`src/rtl/binary_frame_sync_checksum_parser_defines.svh`:
```
// Assertion macros shared by the frame parser RTL.
`ifndef BINARY_FRAME_SYNC_CHECKSUM_PARSER_DEFINES_SVH
`define BINARY_FRAME_SYNC_CHECKSUM_PARSER_DEFINES_SVH
`ifndef SYNTHESIS
`define BFSC_ASSERT_SAME(label, clk, rst, cond, prop) \
   label: assert property (@(posedge clk) disable iff (rst) (cond) |-> (prop)) \
      else $error("bfsc check failed");
`define BFSC_ASSERT_NEXT(label, clk, rst, cond, prop) \
   label: assert property (@(posedge clk) disable iff (rst) (cond) |=> (prop)) \
      else $error("bfsc check failed");
`else
`define BFSC_ASSERT_SAME(label, clk, rst, cond, prop)
`define BFSC_ASSERT_NEXT(label, clk, rst, cond, prop)
`endif
`endif

```
`src/rtl/bfsc_pkg.sv`:
```
// Shared types and constants for the binary frame parser.
`default_nettype none
package bfsc_pkg;

   localparam int BUFFER_BYTES_DEFAULT = 128;

   localparam int POS_FIELD_W  = 8;
   localparam int PLEN_FIELD_W = 7;
   localparam int CSR_INDEX_W  = 2;
   localparam int CSR_DATA_W   = 8;

   localparam logic [7:0] SYNC_FIRST  = 8'hB5;
   localparam logic [7:0] SYNC_SECOND = 8'h62;

   localparam logic [7:0] FIRST_CLASS_RESET  = 8'h01;
   localparam logic [7:0] FIRST_IDENT_RESET  = 8'h07;
   localparam logic [7:0] SECOND_CLASS_RESET = 8'h0A;
   localparam logic [7:0] SECOND_IDENT_RESET = 8'h04;

   localparam logic [CSR_INDEX_W-1:0] CSR_FIRST_CLASS  = 2'd0;
   localparam logic [CSR_INDEX_W-1:0] CSR_FIRST_IDENT  = 2'd1;
   localparam logic [CSR_INDEX_W-1:0] CSR_SECOND_CLASS = 2'd2;
   localparam logic [CSR_INDEX_W-1:0] CSR_SECOND_IDENT = 2'd3;

   typedef struct packed {
      logic [7:0] first_class;
      logic [7:0] first_ident;
      logic [7:0] second_class;
      logic [7:0] second_ident;
   } cfg_type;

   typedef struct packed {
      logic [POS_FIELD_W-1:0]  byte_position;
      logic                    byte_stored;
      logic                    frame_end;
      logic                    checksum_ok;
      logic [PLEN_FIELD_W-1:0] payload_length;
   } rsp_type;

endpackage
`default_nettype wire

```
`src/rtl/binary_frame_sync_checksum_parser.sv`:
```
// Binary frame parser: takes one received byte per word and reports where it
// landed in a frame (sync B5 62, class, id, 16-bit little-endian length, payload,
// two Fletcher checksum bytes). Each accepted word gives exactly one response
// word, registered in the cycle after acceptance; a new word can be taken every
// cycle as long as the response side keeps up, since a single output register
// separates the two sides. While rsp_stall holds a response word, req_stall is
// raised and the input waits. Frames whose declared length is BUFFER_BYTES or
// more are dropped at the first body byte. The user writes the class and id
// choices through the csr port while the link is idle; the block does not check.
`default_nettype none
`include "binary_frame_sync_checksum_parser_defines.svh"
module binary_frame_sync_checksum_parser #(
   parameter int BUFFER_BYTES = bfsc_pkg::BUFFER_BYTES_DEFAULT
) (
   input  wire logic                                clock,
   input  wire logic                                reset,
   input  wire logic                                req_valid,
   output wire logic                                req_stall,
   input  wire logic [7:0]                          req_rx_byte,
   output wire logic                                rsp_valid,
   input  wire logic                                rsp_stall,
   output wire logic [bfsc_pkg::POS_FIELD_W-1:0]    rsp_byte_position,
   output wire logic                                rsp_byte_stored,
   output wire logic                                rsp_frame_end,
   output wire logic                                rsp_checksum_ok,
   output wire logic [bfsc_pkg::PLEN_FIELD_W-1:0]   rsp_payload_length,
   input  wire logic                                csr_write_enable,
   input  wire logic [bfsc_pkg::CSR_INDEX_W-1:0]    csr_index,
   input  wire logic [bfsc_pkg::CSR_DATA_W-1:0]     csr_write_data
);

   bfsc_pkg::cfg_type cfg;
   bfsc_pkg::rsp_type rsp_next;
   bfsc_pkg::rsp_type rsp_word;
   logic              req_take;

   assign req_stall = rsp_valid & rsp_stall;
   assign req_take  = req_valid & ~req_stall;

   bfsc_csr u_csr (
      .clock            (clock),
      .reset            (reset),
      .csr_write_enable (csr_write_enable),
      .csr_index        (csr_index),
      .csr_write_data   (csr_write_data),
      .cfg              (cfg)
   );

   bfsc_core #(
      .BUFFER_BYTES (BUFFER_BYTES)
   ) u_core (
      .clock   (clock),
      .reset   (reset),
      .step    (req_take),
      .rx_byte (req_rx_byte),
      .cfg     (cfg),
      .rsp     (rsp_next)
   );

   bfsc_rsp u_rsp (
      .clock     (clock),
      .reset     (reset),
      .load      (req_take),
      .rsp_next  (rsp_next),
      .rsp_stall (rsp_stall),
      .rsp_valid (rsp_valid),
      .rsp_word  (rsp_word)
   );

   assign rsp_byte_position  = rsp_word.byte_position;
   assign rsp_byte_stored    = rsp_word.byte_stored;
   assign rsp_frame_end      = rsp_word.frame_end;
   assign rsp_checksum_ok    = rsp_word.checksum_ok;
   assign rsp_payload_length = rsp_word.payload_length;

   `BFSC_ASSERT_NEXT(a_word_gives_rsp, clock, reset, req_take, rsp_valid)
   `BFSC_ASSERT_SAME(a_ok_only_at_end, clock, reset, rsp_valid && rsp_checksum_ok,
      rsp_frame_end && rsp_byte_stored)
   `BFSC_ASSERT_SAME(a_drop_is_clean, clock, reset, rsp_valid && !rsp_byte_stored,
      rsp_byte_position == '0 && !rsp_frame_end)

endmodule
`default_nettype wire

```
`src/rtl/bfsc_csr.sv`:
```
// Configuration registers for the accepted class and id choices.
`default_nettype none
module bfsc_csr (
   input  wire logic                               clock,
   input  wire logic                               reset,
   input  wire logic                               csr_write_enable,
   input  wire logic [bfsc_pkg::CSR_INDEX_W-1:0]   csr_index,
   input  wire logic [bfsc_pkg::CSR_DATA_W-1:0]    csr_write_data,
   output      bfsc_pkg::cfg_type                  cfg
);

   bfsc_pkg::cfg_type cfg_ff;
   bfsc_pkg::cfg_type cfg_in;

   always_comb begin
      cfg_in = cfg_ff;
      if (csr_write_enable) begin
         unique case (csr_index)
            bfsc_pkg::CSR_FIRST_CLASS:  cfg_in.first_class  = csr_write_data;
            bfsc_pkg::CSR_FIRST_IDENT:  cfg_in.first_ident  = csr_write_data;
            bfsc_pkg::CSR_SECOND_CLASS: cfg_in.second_class = csr_write_data;
            bfsc_pkg::CSR_SECOND_IDENT: cfg_in.second_ident = csr_write_data;
            default:                    cfg_in = cfg_ff;
         endcase
      end
   end

   always_ff @(posedge clock) begin
      if (reset) begin
         cfg_ff.first_class  <= bfsc_pkg::FIRST_CLASS_RESET;
         cfg_ff.first_ident  <= bfsc_pkg::FIRST_IDENT_RESET;
         cfg_ff.second_class <= bfsc_pkg::SECOND_CLASS_RESET;
         cfg_ff.second_ident <= bfsc_pkg::SECOND_IDENT_RESET;
      end else begin
         cfg_ff <= cfg_in;
      end
   end

   assign cfg = cfg_ff;

endmodule
`default_nettype wire

```
`src/rtl/bfsc_core.sv`:
```
// Frame position tracker, running Fletcher sums and per-word result logic.
`default_nettype none
module bfsc_core #(
   parameter int BUFFER_BYTES = bfsc_pkg::BUFFER_BYTES_DEFAULT
) (
   input  wire logic              clock,
   input  wire logic              reset,
   input  wire logic              step,
   input  wire logic [7:0]        rx_byte,
   input  wire bfsc_pkg::cfg_type cfg,
   output      bfsc_pkg::rsp_type rsp
);

   localparam int POS_W = $clog2(BUFFER_BYTES + 8);
   localparam int LEN_W = $clog2(BUFFER_BYTES);

   localparam logic [POS_W-1:0] POS_SYNC1  = POS_W'(0);
   localparam logic [POS_W-1:0] POS_SYNC2  = POS_W'(1);
   localparam logic [POS_W-1:0] POS_CLASS  = POS_W'(2);
   localparam logic [POS_W-1:0] POS_IDENT  = POS_W'(3);
   localparam logic [POS_W-1:0] POS_LEN_LO = POS_W'(4);
   localparam logic [POS_W-1:0] POS_LEN_HI = POS_W'(5);
   localparam logic [POS_W-1:0] POS_BODY   = POS_W'(6);
   localparam logic [15:0]      LEN_LIMIT  = 16'(BUFFER_BYTES);

   logic [POS_W-1:0] pos_ff, pos_in;
   logic [LEN_W-1:0] len_ff, len_in;
   logic [7:0]       sum_a_ff, sum_a_in;
   logic [7:0]       sum_b_ff, sum_b_in;
   logic             ck_a_ok_ff, ck_a_ok_in;
   logic [15:0]      len_word_ff, len_word_in;

   logic             hdr_match;
   logic [7:0]       sum_a_add;
   logic [7:0]       sum_b_add;
   logic [LEN_W-1:0] eff_len;
   logic [POS_W-1:0] body_end;
   logic [POS_W-1:0] pos_next;
   logic [15:0]      pos_wide;
   logic [15:0]      len_wide;
   logic             stored;
   logic             frame_end;
   logic             ck_ok;

   assign sum_a_add = sum_a_ff + rx_byte;
   assign sum_b_add = sum_b_ff + sum_a_add;
   assign pos_next  = pos_ff + POS_W'(1);
   // The frame length is latched at the first body word.
   assign eff_len   = (pos_ff == POS_BODY) ? len_word_ff[LEN_W-1:0] : len_ff;
   assign body_end  = POS_BODY + POS_W'(eff_len);

   always_comb begin
      unique case (pos_ff)
         POS_SYNC1: hdr_match = (rx_byte == bfsc_pkg::SYNC_FIRST);
         POS_SYNC2: hdr_match = (rx_byte == bfsc_pkg::SYNC_SECOND);
         POS_CLASS: hdr_match = (rx_byte == cfg.first_class) ||
                                (rx_byte == cfg.second_class);
         POS_IDENT: hdr_match = (rx_byte == cfg.first_ident) ||
                                (rx_byte == cfg.second_ident);
         default:   hdr_match = 1'b0;
      endcase
   end

   always_comb begin
      pos_in      = pos_ff;
      len_in      = len_ff;
      sum_a_in    = sum_a_ff;
      sum_b_in    = sum_b_ff;
      ck_a_ok_in  = ck_a_ok_ff;
      len_word_in = len_word_ff;
      stored      = 1'b0;
      frame_end   = 1'b0;
      ck_ok       = 1'b0;
      if (pos_ff < POS_LEN_LO) begin
         if (hdr_match) begin
            stored = 1'b1;
            pos_in = pos_next;
            if (pos_ff == POS_SYNC1) begin
               sum_a_in   = '0;
               sum_b_in   = '0;
               ck_a_ok_in = 1'b0;
            end else if (pos_ff != POS_SYNC2) begin
               sum_a_in = sum_a_add;
               sum_b_in = sum_b_add;
            end
         end else begin
            pos_in = POS_SYNC1;
         end
      end else if (pos_ff <= POS_LEN_HI) begin
         stored   = 1'b1;
         pos_in   = pos_next;
         sum_a_in = sum_a_add;
         sum_b_in = sum_b_add;
         if (pos_ff == POS_LEN_LO) begin
            len_word_in = {8'h00, rx_byte};
         end else begin
            len_word_in = {rx_byte, len_word_ff[7:0]};
         end
      end else if ((pos_ff == POS_BODY) && (len_word_ff >= LEN_LIMIT)) begin
         // drop the word: declared length does not fit the buffer
         pos_in = POS_SYNC1;
      end else begin
         stored = 1'b1;
         len_in = eff_len;
         if (pos_ff < body_end) begin
            sum_a_in = sum_a_add;
            sum_b_in = sum_b_add;
            pos_in   = pos_next;
         end else if (pos_ff == body_end) begin
            ck_a_ok_in = (rx_byte == sum_a_ff);
            pos_in     = pos_next;
         end else begin
            frame_end = 1'b1;
            ck_ok     = ck_a_ok_ff && (rx_byte == sum_b_ff);
            pos_in    = POS_SYNC1;
         end
      end
   end

   assign pos_wide = 16'(pos_ff);
   assign len_wide = 16'(eff_len);

   always_comb begin
      rsp.byte_position  = stored ? pos_wide[bfsc_pkg::POS_FIELD_W-1:0] : '0;
      rsp.byte_stored    = stored;
      rsp.frame_end      = frame_end;
      rsp.checksum_ok    = ck_ok;
      rsp.payload_length = ck_ok ? len_wide[bfsc_pkg::PLEN_FIELD_W-1:0] : '0;
   end

   always_ff @(posedge clock) begin
      if (reset) begin
         pos_ff      <= '0;
         len_ff      <= '0;
         sum_a_ff    <= '0;
         sum_b_ff    <= '0;
         ck_a_ok_ff  <= 1'b0;
         len_word_ff <= '0;
      end else if (step) begin
         pos_ff      <= pos_in;
         len_ff      <= len_in;
         sum_a_ff    <= sum_a_in;
         sum_b_ff    <= sum_b_in;
         ck_a_ok_ff  <= ck_a_ok_in;
         len_word_ff <= len_word_in;
      end
   end

endmodule
`default_nettype wire

```
`src/rtl/bfsc_rsp.sv`:
```
// Result register for the response channel.
`default_nettype none
module bfsc_rsp (
   input  wire logic              clock,
   input  wire logic              reset,
   input  wire logic              load,
   input  wire bfsc_pkg::rsp_type rsp_next,
   input  wire logic              rsp_stall,
   output wire logic              rsp_valid,
   output      bfsc_pkg::rsp_type rsp_word
);

   logic              valid_ff, valid_in;
   bfsc_pkg::rsp_type word_ff;

   // hold the word until it is taken, refill in the same cycle
   assign valid_in = load | (valid_ff & rsp_stall);

   always_ff @(posedge clock) begin
      if (reset) begin
         valid_ff <= 1'b0;
      end else begin
         valid_ff <= valid_in;
      end
   end

   always_ff @(posedge clock) begin
      if (load) begin
         word_ff <= rsp_next;
      end
   end

   assign rsp_valid = valid_ff;
   assign rsp_word  = word_ff;

endmodule
`default_nettype wire
```
`config.mk`:
```
export PLATFORM = sky130hd
export DESIGN_NAME = binary_frame_sync_checksum_parser
export DESIGN_NICKNAME = d
export VERILOG_FILES = /design/src/rtl/bfsc_pkg.sv /design/src/rtl/binary_frame_sync_checksum_parser.sv /design/src/rtl/bfsc_csr.sv /design/src/rtl/bfsc_core.sv /design/src/rtl/bfsc_rsp.sv
export VERILOG_INCLUDE_DIRS = /design/src /design/src/rtl
export SDC_FILE = /design/constraint.sdc
export NUM_CORES = 1
export LEC_CHECK = 0
export ABC_CLOCK_PERIOD_IN_PS = 5300
export BUFFER_PORTS_ARGS = -buffer_cell sky130_fd_sc_hd__buf_4
export CAP_MARGIN = 5
export CORE_ASPECT_RATIO = 1.1
export CORE_UTILIZATION = 50
export CTS_CLUSTER_SIZE = 40
export DETAILED_ROUTE_END_ITERATION = 12
export HOLD_SLACK_MARGIN = 0.03
export PLACE_DENSITY = 0.72
export SLEW_MARGIN = 20
export SYNTH_ARGS = -nofsm -noshare
export SYNTH_HDL_FRONTEND = slang
export SYNTH_SLANG_ARGS = --single-unit
```
`constraint.sdc`:
```
create_clock -name clock -period 5.3 [get_ports clock]
set_clock_uncertainty 0.15 [all_clocks]
set_input_delay 1.06 -clock clock [delete_from_list [all_inputs] [get_ports clock]]
set_output_delay 1.06 -clock clock [all_outputs]
set_load 0.005 [all_outputs]
```
==> results.toml, run 1 <==
[outcome]
status = "finished clean"

[synthesis]
yosys_warnings = 0
synth_area_per_cell_um2 = 9.150
yosysTopAreaCell = "dfxtp_1"
ys_seq_area_share_pct = 40.19
yosys_register_bits = 99
async_reset_ff_share_pct = 0
synthFlopType = "dfxtp_1"
synth_area_leaders = "dfxtp_1 30%, edfxtp_1 10%, xnor2_1 8.6%"
synth_cells = 588
yosysTopAreaCellShare_pct = 30.14
synth_edf_count = 18
syn_area_um2 = 5380
syn_nets = 640
ys_types = 59

[timing]
setup_viol = 0
rsz0062_at_grt = "no"
period_share_pct = 84.10
period_needed_ps = 4457
worst_pin_slew_ps = 807.4
finalMaxSlewViolations = 0
slew_headroom_pct = 46.18
fin_setup_tns_ps = 0
fmax_ghz = 0.2243
hold_violations = 0
final.setup.worst_slack_ps = 842.6

[pwr]
p_per_area_nw_per_um2 = 259.8
p_comb_share_pct = 8.1
p_sw_mw = 0.3780
seqPwrFrac_pct = 51.3
peakVddDrop_mv = 0.1904
internal-power_mw = 1.160
switching_share_pct = 24.58
clkPwrFrac_pct = 40.6
leakagePower_nw = 2.221

[detailed_routing]
wire_per_inst_um = 15.12
wl_um = 11460
via_per_inst = 5.458
route.met2.wl_um = 5482
drt_iter0_markers = 191
ant_nets = 0
drtPass1Iterations = 6
drt-met1-wl_um = 5319
vias = 4137
wl_met3_um = 445
top_layer = "met4"
drc = 0

[setup_path]
worstSetupPathType = "reg2reg"
cp-end-kind = "register"
worst_r2r_endpoint = "u_rsp.rsp_word[2]$_SDFFCE_PN0P_"
r2r_start = "u_core.pos_ff[5]$_SDFFE_PP0P_"
startpoint_type = "register"
crit_start = "u_core.pos_ff[5]$_SDFFE_PP0P_"
cp_data_required_time_ps = 5340
path_max_fanout = 16
r2r_setup_slack_ps = 840
cp_top_family = "simple AND/OR/NAND/NOR gates"
slowest_delay_ps = 580
cp_cell_sequence = "or4_4 -> nor2_8 -> nand3_2 -> mux2i_1 -> ha_1 -> nor3_1 -> xor2_1 -> ha_1 -> a21oi_1 -> o21ai_0 -> o21ai_0 -> or2_2 -> nor2_1 -> nand4_1 -> nor2_1"
endpoint = "u_rsp.rsp_word[2]$_SDFFCE_PN0P_"
path_buf_inv = 0
cp_num_cells = 15
arrival_ps = 4500
slowest_stage = "or4_4"
reg2regPathDepth = 15

[cells_and_area]
area_growth_pct = 10.00
layoutNonFillerInstCount = 758
antennaDiodeCount = 0
final_area_um2 = 5918
nets = 662
fillerInstances = 960
drive_gt1_share_pct = 11.54

[clock_network]
cts_buffer_depth = 2
cts_buffers = 9
root_buffer = "clkbuf_16"
cts_sinks = 99
h-tree-depth = 3
cts_tree = "yes"
clk_latency_ps = 350
ctsHoldBuffers = 0
cts_setup_buffers = 0
path_clk_slew_ps = 70
cts_resized = 0

[grt]
grt_pass1_wl_um = 18910
antenna_found_initial = 0
grt_remaining_overflow = 0
grt_max_degree = 79
grt_pass1_vias = 3890
grtUsageTotal_pct = 21.63

[placed_design]
dpl.hpwl_um = 8031
gp_congestion = 0.8846
dp_slack_ps = 851.7
placed_cells = 742
io_buffers = 42
place_area_um2 = 5643

[floorplanning]
dieArea_um2 = 11180
num_rows = 39
core_um2 = 10440
start_util_pct = 51.52
fp.dieW_um = 100.9
die_h_um = 110.8
ios = 43

[worst_hold_path]
hp-class = "reg2reg"

[run]
cap_violations = 0
## routing by layer
metal	vias up	GRT usage, %
li1	2068	-
met1	1948	28.22
met2	101	35.75
met3	20	4.288
met4	0	6.763
met5	-	0
## cell type report
type	count	area [um2]	area share [%]
multi-input cells	442	2919	49.32
flip-flops and latches	99	2162	36.53
repair buffers	44	330.3	5.581
clock buffers	10	229.0	3.869
well taps	143	178.9	3.023
inverters	14	52.55	0.8879
clock inverters	6	46.29	0.7822
## Yosys cell counts, drive strengths merged, types with 2 or more instances
| cell | instances |
|---|---|
| buf | 12 |
| nand3 | 14 |
| nor3 | 9 |
| mux2i | 31 |
| clkbuf | 19 |
| nand2b | 8 |
| xnor2 | 53 |
| nor4 | 4 |
| xor2 | 8 |
| edfxtp | 18 |
| or2 | 3 |
| o21ai | 12 |
| inv | 14 |
| ha | 27 |
| nand4 | 17 |
| o21a | 3 |
| nor2 | 75 |
| o211ai | 3 |
| o22ai | 2 |
| and2 | 6 |
| dfxtp | 81 |
| a21o | 5 |
| a21oi | 41 |
| a31oi | 4 |
| or4 | 2 |
| a22oi | 8 |
| nand3b | 6 |
| nand2 | 70 |
| o41ai | 2 |
| nor2b | 9 |
| fa | 2 |
| nor3b | 2 |
| mux2 | 2 |
## power by group through the flow
stage	Clock [mW]	Combinational [mW]	Sequential [mW]
floorplan	0	0.0849	0.806
global placement	0	0.123	0.806
detailed placement	0	0.125	0.806
CTS	0.634	0.126	0.789
global route	0.666	0.137	0.790
finish	0.624	0.125	0.789
## cell usage in the layout (no fill, tap or decap), types with 2 or more instances in the layout
master | Yosys | routed
dfxtp_1 | 81 | 81
nor2_1 | 74 | 74
nand2_1 | 70 | 70
xnor2_1 | 53 | 53
buf_4 | 0 | 44
a21oi_1 | 41 | 41
mux2i_1 | 31 | 31
ha_1 | 27 | 27
edfxtp_1 | 18 | 18
nand4_1 | 17 | 17
inv_1 | 14 | 14
nand3_1 | 13 | 13
o21ai_0 | 11 | 11
nor2b_1 | 9 | 9
clkbuf_16 | 0 | 9
nor3_1 | 8 | 8
xor2_1 | 8 | 8
a22oi_1 | 8 | 8
nand2b_1 | 8 | 8
and2_1 | 6 | 6
nand3b_1 | 6 | 6
a21o_1 | 5 | 5
a31oi_1 | 4 | 4
o21a_1 | 3 | 3
o211ai_1 | 3 | 3
nor4_1 | 3 | 3
or2_2 | 3 | 3
mux2_2 | 2 | 2
o22ai_1 | 2 | 2
o41ai_1 | 2 | 2
nor3b_1 | 2 | 2
fa_1 | 2 | 2
inv_4 | 0 | 2
## tightest hold or removal path, cell delays in order (launching register included)
cell and delay [ps]:
dfxtp_1 320, nand2_1 50, a21oi_1 50
## cells by family after synthesis
family                   after synthesis  synth area share (%)
AND/OR/NAND/NOR                      232                 21.37
flip-flops                            99                 40.19
AO/OA/AOI/OAI                         87                 9.744
XOR/XNOR                              61                 9.930
buffers and inverters                 47                 5.558
multiplexers                          33                 6.186
adder cells (fa/ha/maj)               29                 7.023
## worst min-delay path by stage
stage	start	to	depth (start not counted)
finish	u_csr.cfg[23]$_SDFFE_PP0P_	u_csr.cfg[23]$_SDFFE_PP0P_	2
global route	u_core.sum_a_ff[5]$_SDFFE_PP0P_	u_core.sum_a_ff[5]$_SDFFE_PP0P_	2
CTS	u_csr.cfg[14]$_SDFFE_PP0P_	u_csr.cfg[14]$_SDFFE_PP0P_	2
detailed placement	u_csr.cfg[22]$_SDFFE_PP0P_	u_csr.cfg[22]$_SDFFE_PP0P_	2
global placement	u_csr.cfg[6]$_SDFFE_PP0P_	u_csr.cfg[6]$_SDFFE_PP0P_	2
floorplan	u_csr.cfg[15]$_SDFFE_PP0P_	u_csr.cfg[15]$_SDFFE_PP0P_	2
## registers in the layout, summed over array words and instances, names as in the netlist
register / count
u_core.sum_a_ff: 8
u_csr.cfg: 32
u_core.ck_a_ok_ff: 1
u_rsp.rsp_word: 18
u_rsp.rsp_valid: 1
u_core.len_ff: 7
u_core.len_word_ff: 16
u_core.pos_ff: 8
u_core.sum_b_ff: 8
## stage by stage
stage	utilization (%)	hold slack, ps	total power, mW
after CTS	56.67	323.2	1.549
after floorplan	-	296.9	0.8907
after global routing	56.67	334.3	1.593
after global placement	54.04	307.1	0.9287
after detailed placement	54.04	313.3	0.9314
final	56.67	318.1	1.538
Power figures use the tool's default switching activity.
==> inputs of run 2 (changes only) <==
--- a/config.mk
+++ b/config.mk
@@ -6,7 +6,7 @@
 export SDC_FILE = /design/constraint.sdc
 export NUM_CORES = 1
 export LEC_CHECK = 0
-export ABC_CLOCK_PERIOD_IN_PS = 5300
+export ABC_CLOCK_PERIOD_IN_PS = 4000
 export BUFFER_PORTS_ARGS = -buffer_cell sky130_fd_sc_hd__buf_4
 export CAP_MARGIN = 5
 export CORE_ASPECT_RATIO = 1.1
@@ -14,7 +14,7 @@
 export CTS_CLUSTER_SIZE = 40
 export DETAILED_ROUTE_END_ITERATION = 12
 export HOLD_SLACK_MARGIN = 0.03
-export PLACE_DENSITY = 0.72
+export PLACE_DENSITY = 0.75
 export SLEW_MARGIN = 20
 export SYNTH_ARGS = -nofsm -noshare
 export SYNTH_HDL_FRONTEND = slang
==> constraint.sdc (replaced) <==
create_clock -name clock -period 4 [get_ports clock]
set_clock_uncertainty 0.15 [all_clocks]
set_input_delay 0.8 -clock clock [delete_from_list [all_inputs] [get_ports clock]]
set_output_delay 0.8 -clock clock [all_outputs]
set_load 0.005 [all_outputs]
==> run 2 against run 1 <==
Effect of this change: critical path depth up 1; combinational power is 33% higher; register-to-register slack lost 660 ps; flip-flop and latch count did not move; utilization increased by 1.6 points; clock-buffer cell count stayed put; power grew 36%; global-route usage rose by 0.48 points; critical path type unchanged; largest power group unchanged; highest routed layer unchanged.
==> results.toml, run 2 (same netlist as run 1, synthesis figures left out) <==
[detailed_routing]
drt_iter0_markers = 251
via_per_inst = 5.463
wire_per_inst_um = 15.24
vias = 4212
drtPass1Iterations = 5
wl_um = 11750
ant_nets = 0
drc = 0

[run]
cap_violations = 0

[clock_network]
cts_buffer_depth = 2
cts_sinks = 99
h-tree-depth = 3
clk_latency_ps = 350
ctsHoldBuffers = 0
cts_tree = "yes"
cts_buffers = 9
path_clk_slew_ps = 70
root_buffer = "clkbuf_16"

[setup_path]
slowest_stage = "or4_4"
worstSetupPathType = "reg2reg"
slowest_delay_ps = 580
startpoint_type = "register"
path_max_fanout = 8
crit_start = "u_core.pos_ff[4]$_SDFFE_PP0P_"
cp_cell_sequence = "or4_4 -> nor2_8 -> nand3_2 -> mux2i_1 -> ha_1 -> nor3_2 -> xor2_1 -> ha_1 -> nand4_1 -> a21oi_2 -> o21ai_1 -> or2_2 -> nor2_1 -> nand4_1 -> buf_4 -> nor2_1"
arrival_ps = 3880
cp-end-kind = "register"
cp_data_required_time_ps = 4050
reg2regPathDepth = 16
r2r_start = "u_core.pos_ff[4]$_SDFFE_PP0P_"

[worst_hold_path]
hp-start = "u_csr.cfg[4]$_SDFFE_PP0P_"
hp-class = "reg2reg"
min_path_cells = 2

[timing]
final.setup.worst_slack_ps = 179.1
period_share_pct = 95.52
slew_headroom_pct = 46.30
finalMaxSlewViolations = 0
worst_pin_slew_ps = 805.5
period_needed_ps = 3821
hold_slack_ps = 319.9
hold_violations = 0
setup_viol = 0
fmax_ghz = 0.2617

[floorplanning]
core_um2 = 10440
die_h_um = 110.8
fp.dieW_um = 100.9
num_rows = 39
ios = 43
dieArea_um2 = 11180
start_util_pct = 51.52

[grt]
grt_pass1_wl_um = 19270
grt_pass1_vias = 3994
antenna_found_initial = 0
grtUsageTotal_pct = 22.10
grt_remaining_overflow = 0
grt_max_degree = 79

[cells_and_area]
nets = 675
utilization_pct = 58.26
drive_gt1_share_pct = 14.33
final_cell_mix = "81 x dfxtp_1, 74 x nor2_1, 70 x nand2_1"
final_area_um2 = 6083
largest_reg_flops = 32
antennaDiodeCount = 0
final_common_cell = "dfxtp_1"
area_growth_pct = 13.07
layoutNonFillerInstCount = 771

[placed_design]
dpl.hpwl_um = 8431
dp_slack_ps = -90.41
placed_cells = 754
gp_congestion = 0.8854
io_buffers = 42
place_area_um2 = 5746

[pwr]
peakVddDrop_mv = 0.2409
p_per_area_nw_per_um2 = 344.6
leakagePower_nw = 2.293

[outcome]
status = "finished clean"
==> run 2: cell types whose count changed in the layout (fill, tap and decap cells not counted), sizes merged <==
cell    before  now
clkinv       2    1
bufinv       0    1
buf         44   57
==> run 2: metal layers <==
metal / track usage [%] / up-vias / wire (um)
li1: - / 2089 / -
met1: 27.95 / 1994 / 5242
met2: 36.58 / 102 / 5765
met3: 4.288 / 27 / 414
met4: 9.179 / 0 / 326
met5: 0 / - / 0
==> run 2: timing repair <==
action | 4_1_cts | 5_1_grt
pin swaps | 1 | 1
endpoints found under the setup margin | 8 | 33
setup buffers | 1 | 0
resized for setup | 0 | 9
==> run 2: layout make-up <==
type | instances | area, um2
fill | 927 | 4359
tap | 143 | 178.9
clock buffer | 10 | 229.0
timing repair buffer | 57 | 444.2
clock inverter | 6 | 70.07
multi-input combinational | 442 | 2947
inverter | 14 | 52.55
sequential | 99 | 2162
==> run 2: through the flow <==
step | setup TNS [ps] | total power, mW
2_1_floorplan | 0 | 1.180
3_3_place_gp | 0 | 1.229
3_5_place_dp | -537.2 | 1.234
4_1_cts | 0 | 2.110
5_1_grt | -7.797 | 2.171
6_report | 0 | 2.096
==> run 2: final timing paths <==
path	to	slack, ps
max	u_rsp.rsp_word[3]$_SDFFCE_PN0P_	180
min	u_csr.cfg[4]$_SDFFE_PP0P_	320
max reg2reg	u_rsp.rsp_word[3]$_SDFFCE_PN0P_	180
min reg2reg	u_csr.cfg[4]$_SDFFE_PP0P_	320
==> run 2: worst max-delay path, delay by kind of cell (launching register included) <==
family / cells / cell delay [ps]
flops: 1 / 310
buf+inv: 1 / 180
mux: 1 / 310
simple gates: 9 / 1690
xor+xnor: 1 / 180
compound gates: 2 / 270
fa+ha+maj: 2 / 590
==> run 2: where the power goes <==
| part | internal [mW] | switching (mW) | total, mW |
|---|---|---|---|
| sequential | 1.03 | 0.0102 | 1.04 |
| combinational | 0.0734 | 0.0930 | 0.166 |
| clock | 0.493 | 0.392 | 0.885 |
